### src/rtl/pcq_pkg.sv
// ----------------------------------------------------------------------------
// pcq_pkg: shared types and constants of the pointer click qualifier
// Holds the register map, reset values, result codes and the structs that
// travel between the pipeline stages.
// ----------------------------------------------------------------------------
package pcq_pkg;

    // Configuration port geometry.
    localparam int CFG_IDX_W  = 3;
    localparam int CFG_DATA_W = 16;

    // Register indexes.
    localparam logic [CFG_IDX_W-1:0] REG_FRAME_WIDTH       = 3'd0;
    localparam logic [CFG_IDX_W-1:0] REG_FRAME_HEIGHT      = 3'd1;
    localparam logic [CFG_IDX_W-1:0] REG_MAX_CLICKS        = 3'd2;
    localparam logic [CFG_IDX_W-1:0] REG_RATE_WINDOW_MS    = 3'd3;
    localparam logic [CFG_IDX_W-1:0] REG_MULTI_WINDOW_MS   = 3'd4;
    localparam logic [CFG_IDX_W-1:0] REG_MULTI_RADIUS      = 3'd5;

    // Register reset values.
    localparam logic [15:0] FRAME_WIDTH_RST     = 16'd640;
    localparam logic [15:0] FRAME_HEIGHT_RST    = 16'd480;
    localparam logic [3:0]  MAX_CLICKS_RST      = 4'd8;
    localparam logic [15:0] RATE_WINDOW_RST     = 16'd1000;
    localparam logic [15:0] MULTI_WINDOW_RST    = 16'd500;
    localparam logic [7:0]  MULTI_RADIUS_RST    = 8'd5;

    // Result kinds and the multi-click ceiling.
    localparam logic       KIND_CLICK = 1'b0;
    localparam logic       KIND_MOVE  = 1'b1;
    localparam logic [1:0] COUNT_CAP  = 2'd3;
    localparam logic [1:0] COUNT_NONE = 2'd0;
    localparam logic [1:0] COUNT_ONE  = 2'd1;

    // Default depth of the result queue; it must hold at least two entries.
    localparam int QUEUE_DEPTH = 4;

    typedef struct packed {
        logic [15:0] frame_width;
        logic [15:0] frame_height;
        logic [3:0]  max_clicks;
        logic [15:0] rate_window_ms;
        logic [15:0] multi_window_ms;
        logic [7:0]  multi_radius;
    } cfg_t;

    // One registered poll tick after conversion to frame coordinates.
    typedef struct packed {
        logic        link_ready;
        logic        app_active;
        logic        down;
        logic        in_frame;
        logic [15:0] pos_x;
        logic [15:0] pos_y;
        logic [31:0] now_ms;
    } tick_t;

    typedef struct packed {
        logic        event_kind;
        logic [15:0] pos_x;
        logic [15:0] pos_y;
        logic [1:0]  click_count;
        logic        last;
    } result_t;

endpackage

### src/rtl/pcq_intf.sv
// ----------------------------------------------------------------------------
// pcq_intf: channel interfaces of the pointer click qualifier
// Valid/ready channels for poll ticks and for click and move results.
// ----------------------------------------------------------------------------
interface pcq_tick_if;
    logic        valid;
    logic        ready;
    logic        link_ready;
    logic        app_active;
    logic [15:0] pointer_v;
    logic [15:0] pointer_h;
    logic [7:0]  button_byte;
    logic [15:0] view_left;
    logic [15:0] view_top;
    logic [31:0] now_ms;

    modport source (
        output valid, link_ready, app_active, pointer_v, pointer_h, button_byte,
               view_left, view_top, now_ms,
        input  ready
    );
    modport sink (
        input  valid, link_ready, app_active, pointer_v, pointer_h, button_byte,
               view_left, view_top, now_ms,
        output ready
    );
endinterface

interface pcq_result_if;
    logic        valid;
    logic        ready;
    logic        event_kind;
    logic [15:0] pos_x;
    logic [15:0] pos_y;
    logic [1:0]  click_count;
    logic        last;

    modport source (
        output valid, event_kind, pos_x, pos_y, click_count, last,
        input  ready
    );
    modport sink (
        input  valid, event_kind, pos_x, pos_y, click_count, last,
        output ready
    );
endinterface

### src/rtl/pcq_front.sv
// ----------------------------------------------------------------------------
// pcq_front: input register and frame coordinate conversion
// Captures one tick per transaction and presents it in frame coordinates.
// ----------------------------------------------------------------------------
module pcq_front (
    input  logic             clk,
    input  logic             rst_n,
    pcq_tick_if.sink         tick,
    input  pcq_pkg::cfg_t    cfg,
    input  logic             take,
    output logic             valid,
    output pcq_pkg::tick_t   tk
);

    logic        valid_reg;
    logic        link_reg;
    logic        active_reg;
    logic [15:0] pv_reg;
    logic [15:0] ph_reg;
    logic [7:0]  button_reg;
    logic [15:0] vl_reg;
    logic [15:0] vt_reg;
    logic [31:0] now_reg;

    logic        accept;
    logic [16:0] px;
    logic [16:0] py;
    logic        in_frame;

    assign tick.ready = !valid_reg || take;
    assign accept     = tick.valid && tick.ready;

    always_ff @(posedge clk or negedge rst_n)
    begin
        if (!rst_n)
        begin
            valid_reg <= 1'b0;
        end
        else if (tick.ready)
        begin
            valid_reg <= tick.valid;
        end
    end

    always_ff @(posedge clk)
    begin
        if (accept)
        begin
            link_reg   <= tick.link_ready;
            active_reg <= tick.app_active;
            pv_reg     <= tick.pointer_v;
            ph_reg     <= tick.pointer_h;
            button_reg <= tick.button_byte;
            vl_reg     <= tick.view_left;
            vt_reg     <= tick.view_top;
            now_reg    <= tick.now_ms;
        end
    end

    // Differences of two signed 16-bit values fit in 17 bits exactly.
    assign px = {ph_reg[15], ph_reg} - {vl_reg[15], vl_reg};
    assign py = {pv_reg[15], pv_reg} - {vt_reg[15], vt_reg};

    assign in_frame = !px[16] && (px[15:0] < cfg.frame_width) &&
                      !py[16] && (py[15:0] < cfg.frame_height);

    always_comb
    begin
        tk.link_ready = link_reg;
        tk.app_active = active_reg;
        tk.down       = (button_reg == 8'h00);
        tk.in_frame   = in_frame;
        tk.pos_x      = in_frame ? px[15:0] : 16'd0;
        tk.pos_y      = in_frame ? py[15:0] : 16'd0;
        tk.now_ms     = now_reg;
    end

    assign valid = valid_reg;

endmodule

### src/rtl/pcq_track.sv
// ----------------------------------------------------------------------------
// pcq_track: click and move tracking state
// Holds the button history, the rate window and the prior click and move,
// and forms up to two results for each tick it consumes.
// ----------------------------------------------------------------------------
module pcq_track (
    input  logic               clk,
    input  logic               rst_n,
    input  pcq_pkg::cfg_t      cfg,
    input  logic               go,
    input  pcq_pkg::tick_t     tk,
    output logic [1:0]         push_n,
    output pcq_pkg::result_t   push0,
    output pcq_pkg::result_t   push1
);

    logic        prev_down_reg,   prev_down_next;
    logic [31:0] win_start_reg,   win_start_next;
    logic [3:0]  win_clicks_reg,  win_clicks_next;
    logic        click_seen_reg,  click_seen_next;
    logic [31:0] click_ms_reg,    click_ms_next;
    logic [15:0] click_x_reg,     click_x_next;
    logic [15:0] click_y_reg,     click_y_next;
    logic [1:0]  multi_reg,       multi_next;
    logic        move_seen_reg,   move_seen_next;
    logic [15:0] move_x_reg,      move_x_next;
    logic [15:0] move_y_reg,      move_y_next;

    logic        live;
    logic        press;
    logic        restart;
    logic [3:0]  clicks_eff;
    logic        click_fire;
    logic        move_fire;
    logic [16:0] dx;
    logic [16:0] dy;
    logic [15:0] adx;
    logic [15:0] ady;
    logic [15:0] sq_x;
    logic [15:0] sq_y;
    logic [16:0] dist_sq;
    logic [15:0] radius_sq;
    logic        near;
    logic        soon;
    logic [1:0]  count_new;
    pcq_pkg::result_t click_res;
    pcq_pkg::result_t move_res;

    assign live  = tk.link_ready && tk.app_active;
    assign press = live && tk.in_frame && tk.down && !prev_down_reg;

    // Rate window: elapsed time wraps at 32 bits.
    assign restart    = (tk.now_ms - win_start_reg) >= {16'd0, cfg.rate_window_ms};
    assign clicks_eff = restart ? 4'd0 : win_clicks_reg;
    assign click_fire = press && (clicks_eff < cfg.max_clicks);

    // Distance test: a box check first lets the squares use only the low 8 bits
    // of each distance, since the radius never exceeds 255.
    assign dx  = {1'b0, tk.pos_x} - {1'b0, click_x_reg};
    assign dy  = {1'b0, tk.pos_y} - {1'b0, click_y_reg};
    assign adx = dx[16] ? 16'(-dx) : dx[15:0];
    assign ady = dy[16] ? 16'(-dy) : dy[15:0];
    assign sq_x      = adx[7:0] * adx[7:0];
    assign sq_y      = ady[7:0] * ady[7:0];
    assign dist_sq   = {1'b0, sq_x} + {1'b0, sq_y};
    assign radius_sq = cfg.multi_radius * cfg.multi_radius;

    assign near = click_seen_reg &&
                  (adx <= {8'd0, cfg.multi_radius}) &&
                  (ady <= {8'd0, cfg.multi_radius}) &&
                  (dist_sq <= {1'b0, radius_sq});
    assign soon = click_seen_reg &&
                  ((tk.now_ms - click_ms_reg) < {16'd0, cfg.multi_window_ms});

    assign count_new = (near && soon && (multi_reg < pcq_pkg::COUNT_CAP)) ?
                       multi_reg + 2'd1 : pcq_pkg::COUNT_ONE;

    assign move_fire = live && tk.in_frame &&
                       (!move_seen_reg || (tk.pos_x != move_x_reg) ||
                        (tk.pos_y != move_y_reg));

    always_comb
    begin
        prev_down_next  = prev_down_reg;
        win_start_next  = win_start_reg;
        win_clicks_next = win_clicks_reg;
        click_seen_next = click_seen_reg;
        click_ms_next   = click_ms_reg;
        click_x_next    = click_x_reg;
        click_y_next    = click_y_reg;
        multi_next      = multi_reg;
        move_seen_next  = move_seen_reg;
        move_x_next     = move_x_reg;
        move_y_next     = move_y_reg;

        if (go && tk.link_ready)
        begin
            prev_down_next = tk.app_active && tk.down;
        end
        if (go && press)
        begin
            if (restart)
            begin
                win_start_next = tk.now_ms;
            end
            win_clicks_next = clicks_eff;
        end
        if (go && click_fire)
        begin
            win_clicks_next = clicks_eff + 4'd1;
            click_seen_next = 1'b1;
            click_ms_next   = tk.now_ms;
            click_x_next    = tk.pos_x;
            click_y_next    = tk.pos_y;
            multi_next      = count_new;
        end
        if (go && move_fire)
        begin
            move_seen_next = 1'b1;
            move_x_next    = tk.pos_x;
            move_y_next    = tk.pos_y;
        end
    end

    always_ff @(posedge clk or negedge rst_n)
    begin
        if (!rst_n)
        begin
            prev_down_reg  <= 1'b0;
            win_start_reg  <= 32'd0;
            win_clicks_reg <= 4'd0;
            click_seen_reg <= 1'b0;
            click_ms_reg   <= 32'd0;
            click_x_reg    <= 16'd0;
            click_y_reg    <= 16'd0;
            multi_reg      <= 2'd0;
            move_seen_reg  <= 1'b0;
            move_x_reg     <= 16'd0;
            move_y_reg     <= 16'd0;
        end
        else
        begin
            prev_down_reg  <= prev_down_next;
            win_start_reg  <= win_start_next;
            win_clicks_reg <= win_clicks_next;
            click_seen_reg <= click_seen_next;
            click_ms_reg   <= click_ms_next;
            click_x_reg    <= click_x_next;
            click_y_reg    <= click_y_next;
            multi_reg      <= multi_next;
            move_seen_reg  <= move_seen_next;
            move_x_reg     <= move_x_next;
            move_y_reg     <= move_y_next;
        end
    end

    always_comb
    begin
        click_res.event_kind  = pcq_pkg::KIND_CLICK;
        click_res.pos_x       = tk.pos_x;
        click_res.pos_y       = tk.pos_y;
        click_res.click_count = count_new;
        click_res.last        = !move_fire;

        move_res.event_kind  = pcq_pkg::KIND_MOVE;
        move_res.pos_x       = tk.pos_x;
        move_res.pos_y       = tk.pos_y;
        move_res.click_count = pcq_pkg::COUNT_NONE;
        move_res.last        = 1'b1;

        // A click always goes ahead of a move from the same tick.
        push0  = click_fire ? click_res : move_res;
        push1  = move_res;
        push_n = 2'd0;
        if (go)
        begin
            push_n = {1'b0, click_fire} + {1'b0, move_fire};
        end
    end

endmodule

### src/rtl/pcq_outq.sv
// ----------------------------------------------------------------------------
// pcq_outq: result queue
// A small register queue that takes up to two results a cycle and hands one
// result per transaction to the output channel.
// ----------------------------------------------------------------------------
module pcq_outq #(
    parameter int DEPTH = pcq_pkg::QUEUE_DEPTH
) (
    input  logic               clk,
    input  logic               rst_n,
    input  logic [1:0]         push_n,
    input  pcq_pkg::result_t   push0,
    input  pcq_pkg::result_t   push1,
    output logic               has_room,
    pcq_result_if.source       result
);

    localparam int PTR_W = (DEPTH > 1) ? $clog2(DEPTH) : 1;
    localparam int CNT_W = $clog2(DEPTH + 1);
    localparam logic [PTR_W-1:0] LAST_IDX = PTR_W'(DEPTH - 1);
    localparam logic [CNT_W-1:0] ROOM_MAX = CNT_W'(DEPTH - 2);

    pcq_pkg::result_t  slot_reg [DEPTH];
    logic [PTR_W-1:0]  wptr_reg, wptr_next;
    logic [PTR_W-1:0]  rptr_reg, rptr_next;
    logic [CNT_W-1:0]  count_reg, count_next;
    logic [PTR_W-1:0]  wptr_inc;
    logic              pop;
    pcq_pkg::result_t  head;

    function automatic logic [PTR_W-1:0] ptr_inc(input logic [PTR_W-1:0] p);
        ptr_inc = (p == LAST_IDX) ? '0 : p + PTR_W'(1);
    endfunction

    assign wptr_inc = ptr_inc(wptr_reg);
    assign pop      = result.valid && result.ready;
    assign has_room = (count_reg <= ROOM_MAX);

    always_comb
    begin
        wptr_next  = wptr_reg;
        rptr_next  = pop ? ptr_inc(rptr_reg) : rptr_reg;
        count_next = count_reg + CNT_W'(push_n) - CNT_W'(pop);
        if (push_n == 2'd1)
        begin
            wptr_next = wptr_inc;
        end
        else if (push_n == 2'd2)
        begin
            wptr_next = ptr_inc(wptr_inc);
        end
    end

    always_ff @(posedge clk or negedge rst_n)
    begin
        if (!rst_n)
        begin
            wptr_reg  <= '0;
            rptr_reg  <= '0;
            count_reg <= '0;
        end
        else
        begin
            wptr_reg  <= wptr_next;
            rptr_reg  <= rptr_next;
            count_reg <= count_next;
        end
    end

    always_ff @(posedge clk)
    begin
        if (push_n != 2'd0)
        begin
            slot_reg[wptr_reg] <= push0;
        end
        if (push_n == 2'd2)
        begin
            slot_reg[wptr_inc] <= push1;
        end
    end

    assign head = slot_reg[rptr_reg];

    assign result.valid       = (count_reg != '0);
    assign result.event_kind  = head.event_kind;
    assign result.pos_x       = head.pos_x;
    assign result.pos_y       = head.pos_y;
    assign result.click_count = head.click_count;
    assign result.last        = head.last;

endmodule

### src/rtl/pointer_click_qualifier_core.sv
// ----------------------------------------------------------------------------
// pointer_click_qualifier_core: polled pointer click and move qualifier
// Turns pointer poll ticks into click results with a multi-click count and
// into move results, with per-window click rate limiting.
// ----------------------------------------------------------------------------
//
//  Channel  | Direction | Handshake     | Carries
//  ---------+-----------+---------------+-------------------------------------
//  tick     | in        | valid / ready | one poll tick per transaction
//  result   | out       | valid / ready | one click or move result
//  cfg      | in        | cfg_we only   | register write, index and data
//
//  A tick is captured in the input register, converted and qualified
//  combinationally from it while the queue has room for two results, and
//  its results are then written into the result queue, whose registered
//  count makes the first result visible on the result channel.
//  Ticks are accepted back to back as long as the queue has room for two
//  results; a tick giving two results occupies the output channel for both
//  transactions, so the sustained tick rate is set by the single output port.
//  Reset clears all tracking state and loads the register defaults.
//  A stalled result channel fills the queue and then stops tick acceptance.
//
module pointer_click_qualifier_core #(
    parameter int QUEUE_DEPTH = pcq_pkg::QUEUE_DEPTH
) (
    input  logic                            clk,
    input  logic                            rst_n,
    pcq_tick_if.sink                        tick,
    pcq_result_if.source                    result,
    input  logic                            cfg_we,
    input  logic [pcq_pkg::CFG_IDX_W-1:0]   cfg_index,
    input  logic [pcq_pkg::CFG_DATA_W-1:0]  cfg_data
);

    pcq_pkg::cfg_t    cfg_reg;
    pcq_pkg::tick_t   tk;
    pcq_pkg::result_t push0;
    pcq_pkg::result_t push1;
    logic [1:0]       push_n;
    logic             front_valid;
    logic             has_room;
    logic             go;

    // Configuration registers. Writes are expected only while the block is
    // idle, so that no tick in flight sees a half-updated setting. Unknown
    // indexes are ignored.
    always_ff @(posedge clk or negedge rst_n)
    begin
        if (!rst_n)
        begin
            cfg_reg.frame_width     <= pcq_pkg::FRAME_WIDTH_RST;
            cfg_reg.frame_height    <= pcq_pkg::FRAME_HEIGHT_RST;
            cfg_reg.max_clicks      <= pcq_pkg::MAX_CLICKS_RST;
            cfg_reg.rate_window_ms  <= pcq_pkg::RATE_WINDOW_RST;
            cfg_reg.multi_window_ms <= pcq_pkg::MULTI_WINDOW_RST;
            cfg_reg.multi_radius    <= pcq_pkg::MULTI_RADIUS_RST;
        end
        else if (cfg_we)
        begin
            unique case (cfg_index)
                pcq_pkg::REG_FRAME_WIDTH:     cfg_reg.frame_width     <= cfg_data;
                pcq_pkg::REG_FRAME_HEIGHT:    cfg_reg.frame_height    <= cfg_data;
                pcq_pkg::REG_MAX_CLICKS:      cfg_reg.max_clicks      <= cfg_data[3:0];
                pcq_pkg::REG_RATE_WINDOW_MS:  cfg_reg.rate_window_ms  <= cfg_data;
                pcq_pkg::REG_MULTI_WINDOW_MS: cfg_reg.multi_window_ms <= cfg_data;
                pcq_pkg::REG_MULTI_RADIUS:    cfg_reg.multi_radius    <= cfg_data[7:0];
                default:
                begin
                end
            endcase
        end
    end

    // The registered tick moves into the tracking stage only when the queue
    // can absorb the worst case of two results.
    assign go = front_valid && has_room;

    pcq_front u_front (
        .clk   (clk),
        .rst_n (rst_n),
        .tick  (tick),
        .cfg   (cfg_reg),
        .take  (go),
        .valid (front_valid),
        .tk    (tk)
    );

    pcq_track u_track (
        .clk    (clk),
        .rst_n  (rst_n),
        .cfg    (cfg_reg),
        .go     (go),
        .tk     (tk),
        .push_n (push_n),
        .push0  (push0),
        .push1  (push1)
    );

    pcq_outq #(
        .DEPTH (QUEUE_DEPTH)
    ) u_outq (
        .clk      (clk),
        .rst_n    (rst_n),
        .push_n   (push_n),
        .push0    (push0),
        .push1    (push1),
        .has_room (has_room),
        .result   (result)
    );

endmodule
### src/flat_wrapper.sv
// flat-port wrapper written by rule: the top's interface ports become plain ports
module pointer_click_qualifier_core_flat 
#(
    parameter int QUEUE_DEPTH = pcq_pkg::QUEUE_DEPTH
)
  (clk, rst_n, cfg_we, cfg_index, cfg_data, tick_valid, tick_link_ready, tick_app_active, tick_pointer_v, tick_pointer_h, tick_button_byte, tick_view_left, tick_view_top, tick_now_ms, tick_ready, result_valid, result_event_kind, result_pos_x, result_pos_y, result_click_count, result_last, result_ready);
  pcq_tick_if tick_i ();
  pcq_result_if result_i ();
  input  logic clk;
  input  logic rst_n;
  input  logic cfg_we;
  input  logic [pcq_pkg::CFG_IDX_W-1:0] cfg_index;
  input  logic [pcq_pkg::CFG_DATA_W-1:0] cfg_data;
  input wire logic [$bits(tick_i.valid)-1:0] tick_valid;
  input wire logic [$bits(tick_i.link_ready)-1:0] tick_link_ready;
  input wire logic [$bits(tick_i.app_active)-1:0] tick_app_active;
  input wire logic [$bits(tick_i.pointer_v)-1:0] tick_pointer_v;
  input wire logic [$bits(tick_i.pointer_h)-1:0] tick_pointer_h;
  input wire logic [$bits(tick_i.button_byte)-1:0] tick_button_byte;
  input wire logic [$bits(tick_i.view_left)-1:0] tick_view_left;
  input wire logic [$bits(tick_i.view_top)-1:0] tick_view_top;
  input wire logic [$bits(tick_i.now_ms)-1:0] tick_now_ms;
  output wire logic [$bits(tick_i.ready)-1:0] tick_ready;
  output wire logic [$bits(result_i.valid)-1:0] result_valid;
  output wire logic [$bits(result_i.event_kind)-1:0] result_event_kind;
  output wire logic [$bits(result_i.pos_x)-1:0] result_pos_x;
  output wire logic [$bits(result_i.pos_y)-1:0] result_pos_y;
  output wire logic [$bits(result_i.click_count)-1:0] result_click_count;
  output wire logic [$bits(result_i.last)-1:0] result_last;
  input wire logic [$bits(result_i.ready)-1:0] result_ready;
  assign tick_i.valid = tick_valid;
  assign tick_i.link_ready = tick_link_ready;
  assign tick_i.app_active = tick_app_active;
  assign tick_i.pointer_v = tick_pointer_v;
  assign tick_i.pointer_h = tick_pointer_h;
  assign tick_i.button_byte = tick_button_byte;
  assign tick_i.view_left = tick_view_left;
  assign tick_i.view_top = tick_view_top;
  assign tick_i.now_ms = tick_now_ms;
  assign tick_ready = tick_i.ready;
  assign result_valid = result_i.valid;
  assign result_event_kind = result_i.event_kind;
  assign result_pos_x = result_i.pos_x;
  assign result_pos_y = result_i.pos_y;
  assign result_click_count = result_i.click_count;
  assign result_last = result_i.last;
  assign result_i.ready = result_ready;
  pointer_click_qualifier_core #(.QUEUE_DEPTH(QUEUE_DEPTH)) u_core (.clk(clk), .rst_n(rst_n), .tick(tick_i), .result(result_i), .cfg_we(cfg_we), .cfg_index(cfg_index), .cfg_data(cfg_data));
endmodule
### config.mk
export PLATFORM = sky130hd
export DESIGN_NAME = pointer_click_qualifier_core_flat
export DESIGN_NICKNAME = d
export VERILOG_FILES = /design/src/rtl/pcq_pkg.sv /design/src/rtl/pcq_intf.sv /design/src/rtl/pcq_front.sv /design/src/rtl/pcq_track.sv /design/src/rtl/pcq_outq.sv /design/src/rtl/pointer_click_qualifier_core.sv /design/src/flat_wrapper.sv
export SDC_FILE = /design/constraint.sdc
export NUM_CORES = 1
export LEC_CHECK = 0
export BUFFER_PORTS_ARGS = -buffer_cell sky130_fd_sc_hd__buf_4
export CAP_MARGIN = 20
export CORE_ASPECT_RATIO = 1.25
export CORE_MARGIN = 5
export CORE_UTILIZATION = 37
export CTS_CLUSTER_SIZE = 20
export DETAILED_ROUTE_END_ITERATION = 16
export GPL_TIMING_DRIVEN = 0
export SYNTH_ARGS = -nofsm -noshare
export SYNTH_HDL_FRONTEND = slang
export SYNTH_SLANG_ARGS = --single-unit
### constraint.sdc
create_clock -name clk -period 35.7 [get_ports clk]
set_clock_uncertainty 0.15 [all_clocks]
set_input_delay 1.785 -clock clk [delete_from_list [all_inputs] [get_ports clk]]
set_output_delay 1.785 -clock clk [all_outputs]
set_load 0.01 [all_outputs]
Word level (Yosys, flattened, before mapping)
Memory sizes are Yosys's and may differ from the RTL's.
Index checks and enable logic that the tools add are counted.

word-level totals
  bits in registers = 327
  bits in writable memories = 144
  bits of input ports = 130
  output and inout bits = 38
  word-level logic and storage cells = 136
  memories = 1

memories
  name                    words  bits a word  read ports  clocked after Yosys merged registers in  wr ports  line            RTL
  u_core.u_outq.slot_reg  4      36           1           0                                        2         pcq_outq.sv:23  pcq_pkg::result_t slot_reg [DEPTH];

operators by class
  add/sub/neg operators = 17
  $mul = 3
  magnitude comparators = 10
  equality and inequality tests = 12
  multiplexer cells = 19
  reduce and logical (&&, ||, !) cells = 45

operator list
  kind                                                              number
  16-bit by 16-bit subtractor with 17-bit output                    4
  16-bit two-way mux                                                4
  32-bit subtractor                                                 2
  8-bit by 8-bit multiplier with 16-bit output                      3
  36-bit two-way mux                                                1
  32-bit by 16-bit >= comparator with 1-bit output                  1
  16-bit by 8-bit <= comparator with 1-bit output                   2
  16-bit < comparator                                               2
  32-bit by 16-bit < comparator with 1-bit output                   1
  16-bit != test                                                    2
  16-bit negator                                                    2
  1-bit logical AND                                                 23
  16-bit by 16-bit adder with 17-bit output                         1
  17-bit by 16-bit <= comparator with 1-bit output                  1
  2-bit two-way mux                                                 7
  2-bit AND reduction                                               7
  4-bit two-way mux                                                 3
  2-bit by 1-bit adder with 2-bit output (second input constant)    4
  2-bit == test (second input constant)                             4
  8-bit logical NOT                                                 1
  3-bit by 2-bit == test with 1-bit output (second input constant)  2
  3-bit == test (second input constant)                             2
  1-bit logical NOT                                                 6
  2-bit nonzero test                                                3
  13 further kinds                                                  18

Depth between registers and ports, before layout
  depth in word-level cells = 17
  mapped depth = 70
  mapped depth without buffers = 65

By module
Synthesis repeated with hierarchy kept, for this count alone.

unflattened totals
  cell total of the unflattened synthesis = 3441
  area, all modules = 36391.2 sq um

modules (own cells, without submodules)
  module                        instances  cells an instance  area an instance (sq um)  seq. area each (sq um)
  pcq_track                     1          2355               19911.6                   3428.3
  pcq_outq                      1          403                7559.8                    4499.3
  pcq_front                     1          517                5990.7                    3208.1
  pointer_click_qualifier_core  1          166                2929.1                    1928.1

Least setup slack after synthesis
Ideal clock, no wire load.

  path type = reg-to-reg
  start point = register u_core.u_front.ph_reg[1]
  end point = memory u_core.u_outq.slot_reg[2][1] in the netlist's numbering
  library setup time = 0.115 ns
  arrival = 13.948 ns
  path slack = 21.486 ns
  stages on the path, launching flop included = 66
  cells stage by stage = edfxtp_1 > ha_1 > nor2b_1 > o31a_1 > o311ai_0 > a21boi_1 > o21a_1 > o21ai_1 > mux2i_1 > nand2_1 > ha_1 > a2111o_1 > a211oi_1 > o211ai_1 > nor4_1 > and2_1 > buf_6 > buf_2 > (+30 left out) > a21o_1 > a21o_1 > a21o_1 > a21oi_1 > xnor2_1 > ha_1 > nand4b_1 > nor3_1 > a21oi_1 > nor2_1 > nand4_1 > a2111oi_0 > nand4_1 > nor4_1 > nand4_1 > nor4b_1 > a21oi_1 > o21ba_2

RTL lines
  what                    line             RTL
  from (decl)             pcq_front.sv:19  logic [15:0] ph_reg;
  from (signal assigned)  pcq_front.sv:52  ph_reg <= tick.pointer_h;
  to (decl)               pcq_outq.sv:23

==> flow_metrics.env <==
export IMPL_async_flop_share_pct=46.9
export IMPL_grt_setup_unrepaired="no"
export IMPL_ys_seq_area_share_pct=38.0
export IMPL_synth_enable_flop_cells=234
export IMPL_cpMostUsedCell="fa_1"
export IMPL_core_um2=91400
export IMPL_largest_register_ffs=144
export IMPL_cp_required_ns=36.05
export IMPL_most_common_layout_cells="inv_1 (453), nand2_1 (407), ha_1 (322)"
export IMPL_htree_num_levels=2
export IMPL_fmax_mhz=53.1
export IMPL_min_delay_path_class="reg -> reg"
export IMPL_grt_pass1_vias=26700
export IMPL_min_period_ns=18.82
export IMPL_cts_tree="done"
export IMPL_syn_instance_count=3549
export IMPL_critical_path_max_fanout=10
export IMPL_r2r_cells=67
export IMPL_drc_errors=0
export IMPL_antenna_found_initial=0
export IMPL_numPortBuffers=167
export IMPL_root_buffer="clkbuf_16"
export IMPL_synth_seq_cells=471
export IMPL_drtPass1Iterations=5
export IMPL_grt_max_degree=101
export IMPL_nets=4333
export IMPL_dp_hpwl_um=76200
export IMPL_vias=26300
export IMPL_slowest_delay_ns=0.76
export IMPL_postCtsSetupBuffers=0
export IMPL_cts_sinks=471
export IMPL_max_cap_violations=0
export IMPL_cp_arrival_ns=19.18
export IMPL_worstSetupPathType="reg -> reg"
export IMPL_finalWirelength_um=96700
export IMPL_yosysWarnings=0
export IMPL_io_pins=168
export IMPL_initial_core_util_pct=37.2
export IMPL_fp_dieArea_um2=98100
export IMPL_status="finished clean"
export IMPL_worstMarginPinSlew_ns=1.06
export IMPL_clk_latency_ns=0.64
export IMPL_finalHoldViolations=0
export IMPL_cts_buffers=51
export IMPL_ant_nets=0
export IMPL_die_w_um=281
export IMPL_area_growth_pct=13.4
export IMPL_holdPathStages=1
export IMPL_maxSlewViolCount=0
export IMPL_num_rows=124
export IMPL_start_kind="flop"
export IMPL_yosys_most_used_dff="edfxtp_1"
export IMPL_clkTransAtPathRegs_ns=0.07
export IMPL_final_common_cell="inv_1"
export IMPL_ctsResizeCount=0
export IMPL_grt_pass1_wl_um=150000
export IMPL_grt_overflow=0
export IMPL_ctsLongestPathBuffers=3
export IMPL_dieHeight_um=349
export IMPL_crit_path_top_delay_cell="nor4b_1"
export IMPL_finalSetupViolCount=0
export IMPL_end_kind="flop"
export IMPL_slew_headroom_pct=28.9
export IMPL_syn_avg_cell_area_um2=9.58
export IMPL_period_share_pct=52.7
export IMPL_wl_per_cell_um=19.3
export IMPL_cts_hold_buf=0
export IMPL_vias_per_cell=5.26
export IMPL_gp_congestion=0.911
export IMPL_first_iter_violations=1606
export IMPL_track_usage_pct=19.5
export IMPL_setup_tns_final_ns=0
export IMPL_synth_fp_nets=4109
export IMPL_yosysUniqueCellTypes=99
export IMPL_num_fill_cells=8898
export IMPL_drive_gt1_share_pct=10.8
export IMPL_netlist_area_um2=34000
final timing paths:
kind,startpoint,endpoint,slack [ns]
worst max-delay path,u_core.u_front.vl_reg[1],u_core.u_outq.slot_reg[2][1],16.88
worst min-delay path,u_core.u_track.click_seen_reg,u_core.u_track.click_seen_reg,0.31
worst max register to register,u_core.u_front.vl_reg[1],u_core.u_outq.slot_reg[2][1],16.88
worst min register to register,u_core.u_track.click_seen_reg,u_core.u_track.click_seen_reg,0.31
max in group asynchronous,rst_n,u_core.cfg_reg[27],33.25
min in group asynchronous,rst_n,u_core.u_track.win_start_reg[25],0.86
worst max-delay path, delay by kind of cell, from the launching register on:
| kind | cells | cell delay [ns] |
|---|---|---|
| buffers and inverters | 10 | 1.82 |
| flip-flops | 1 | 0.42 |
| XOR/XNOR | 2 | 0.85 |
| AO/OA/AOI/OAI | 24 | 5.65 |
| adder cells (fa/ha/maj) | 12 | 5.15 |
| AND/OR/NAND/NOR | 18 | 4.43 |
| multiplexers | 1 | 0.20 |
final cells by class:
cell class	count	area [um2]	share of cell area, %
Antenna cell	1	2.50	0.00649
Buffer	95	393	1.02
Clock buffer	63	1350	3.51
Clock inverter	30	359	0.931
Inverter	459	1720	4.47
Multi-Input combinational cell	2524	19000	49.2
Sequential cell	471	12900	33.5
Tap cell	1197	1500	3.88
Timing Repair Buffer	171	1360	3.51
through the flow:
stage               util [%]  instance area, um2  hold slack, ns  cells  setup slack [ns]
global route            42.2               38600           0.323   5010             15.93
finish                  42.2               38600           0.312   5011             16.88
floorplan                  -               34000           0.275   3549             21.49
global placement        40.2               36800           0.298   4913             17.35
detailed placement      40.3               36900           0.299   4917             17.36
CTS                     42.2               38600           0.317   5010             17.21
logic make-up after synthesis:
kind of cell | share of synthesized area [%]
and+or+nand+nor | 14.8
AOI/OAI and AO/OA | 14.1
buffers and inverters | 6.22
DFF | 38.0
adders and majority gates | 18.2
xor gates and xnor gates | 3.73
muxes | 4.98
routing by layer:
layer | routed length [um] | up-vias | track usage [%] | part of all wire (%)
met5 | 0 | - | 0 | 0
met4 | 4710 | 0 | 8.17 | 4.9
met3 | 3420 | 189 | 1.90 | 3.5
met2 | 50300 | 548 | 36.2 | 52
met1 | 38200 | 12800 | 22.9 | 40
li1 | - | 12900 | - | -
Yosys cell counts, types with 55 or more instances:
master / number / share of area (%)
inv_1: 457 / 5.0
nand2_1: 407 / 4.5
ha_1: 322 / 12
nor2_1: 316 / 3.5
edfxtp_1: 234 / 21
o21ai_0: 217 / 3.2
dfrtp_1: 200 / 15
a21oi_1: 168 / 2.5
fa_1: 108 / 6.4
xnor2_1: 82 / 2.1
clkbuf_1: 81 / 0.89
xor2_1: 61 / 1.6
a21o_1: 55 / 1.2
Power is left out: the tool's default activity adds up to more than one toggle a clock period on the data nets, which glitch-free logic cannot reach.
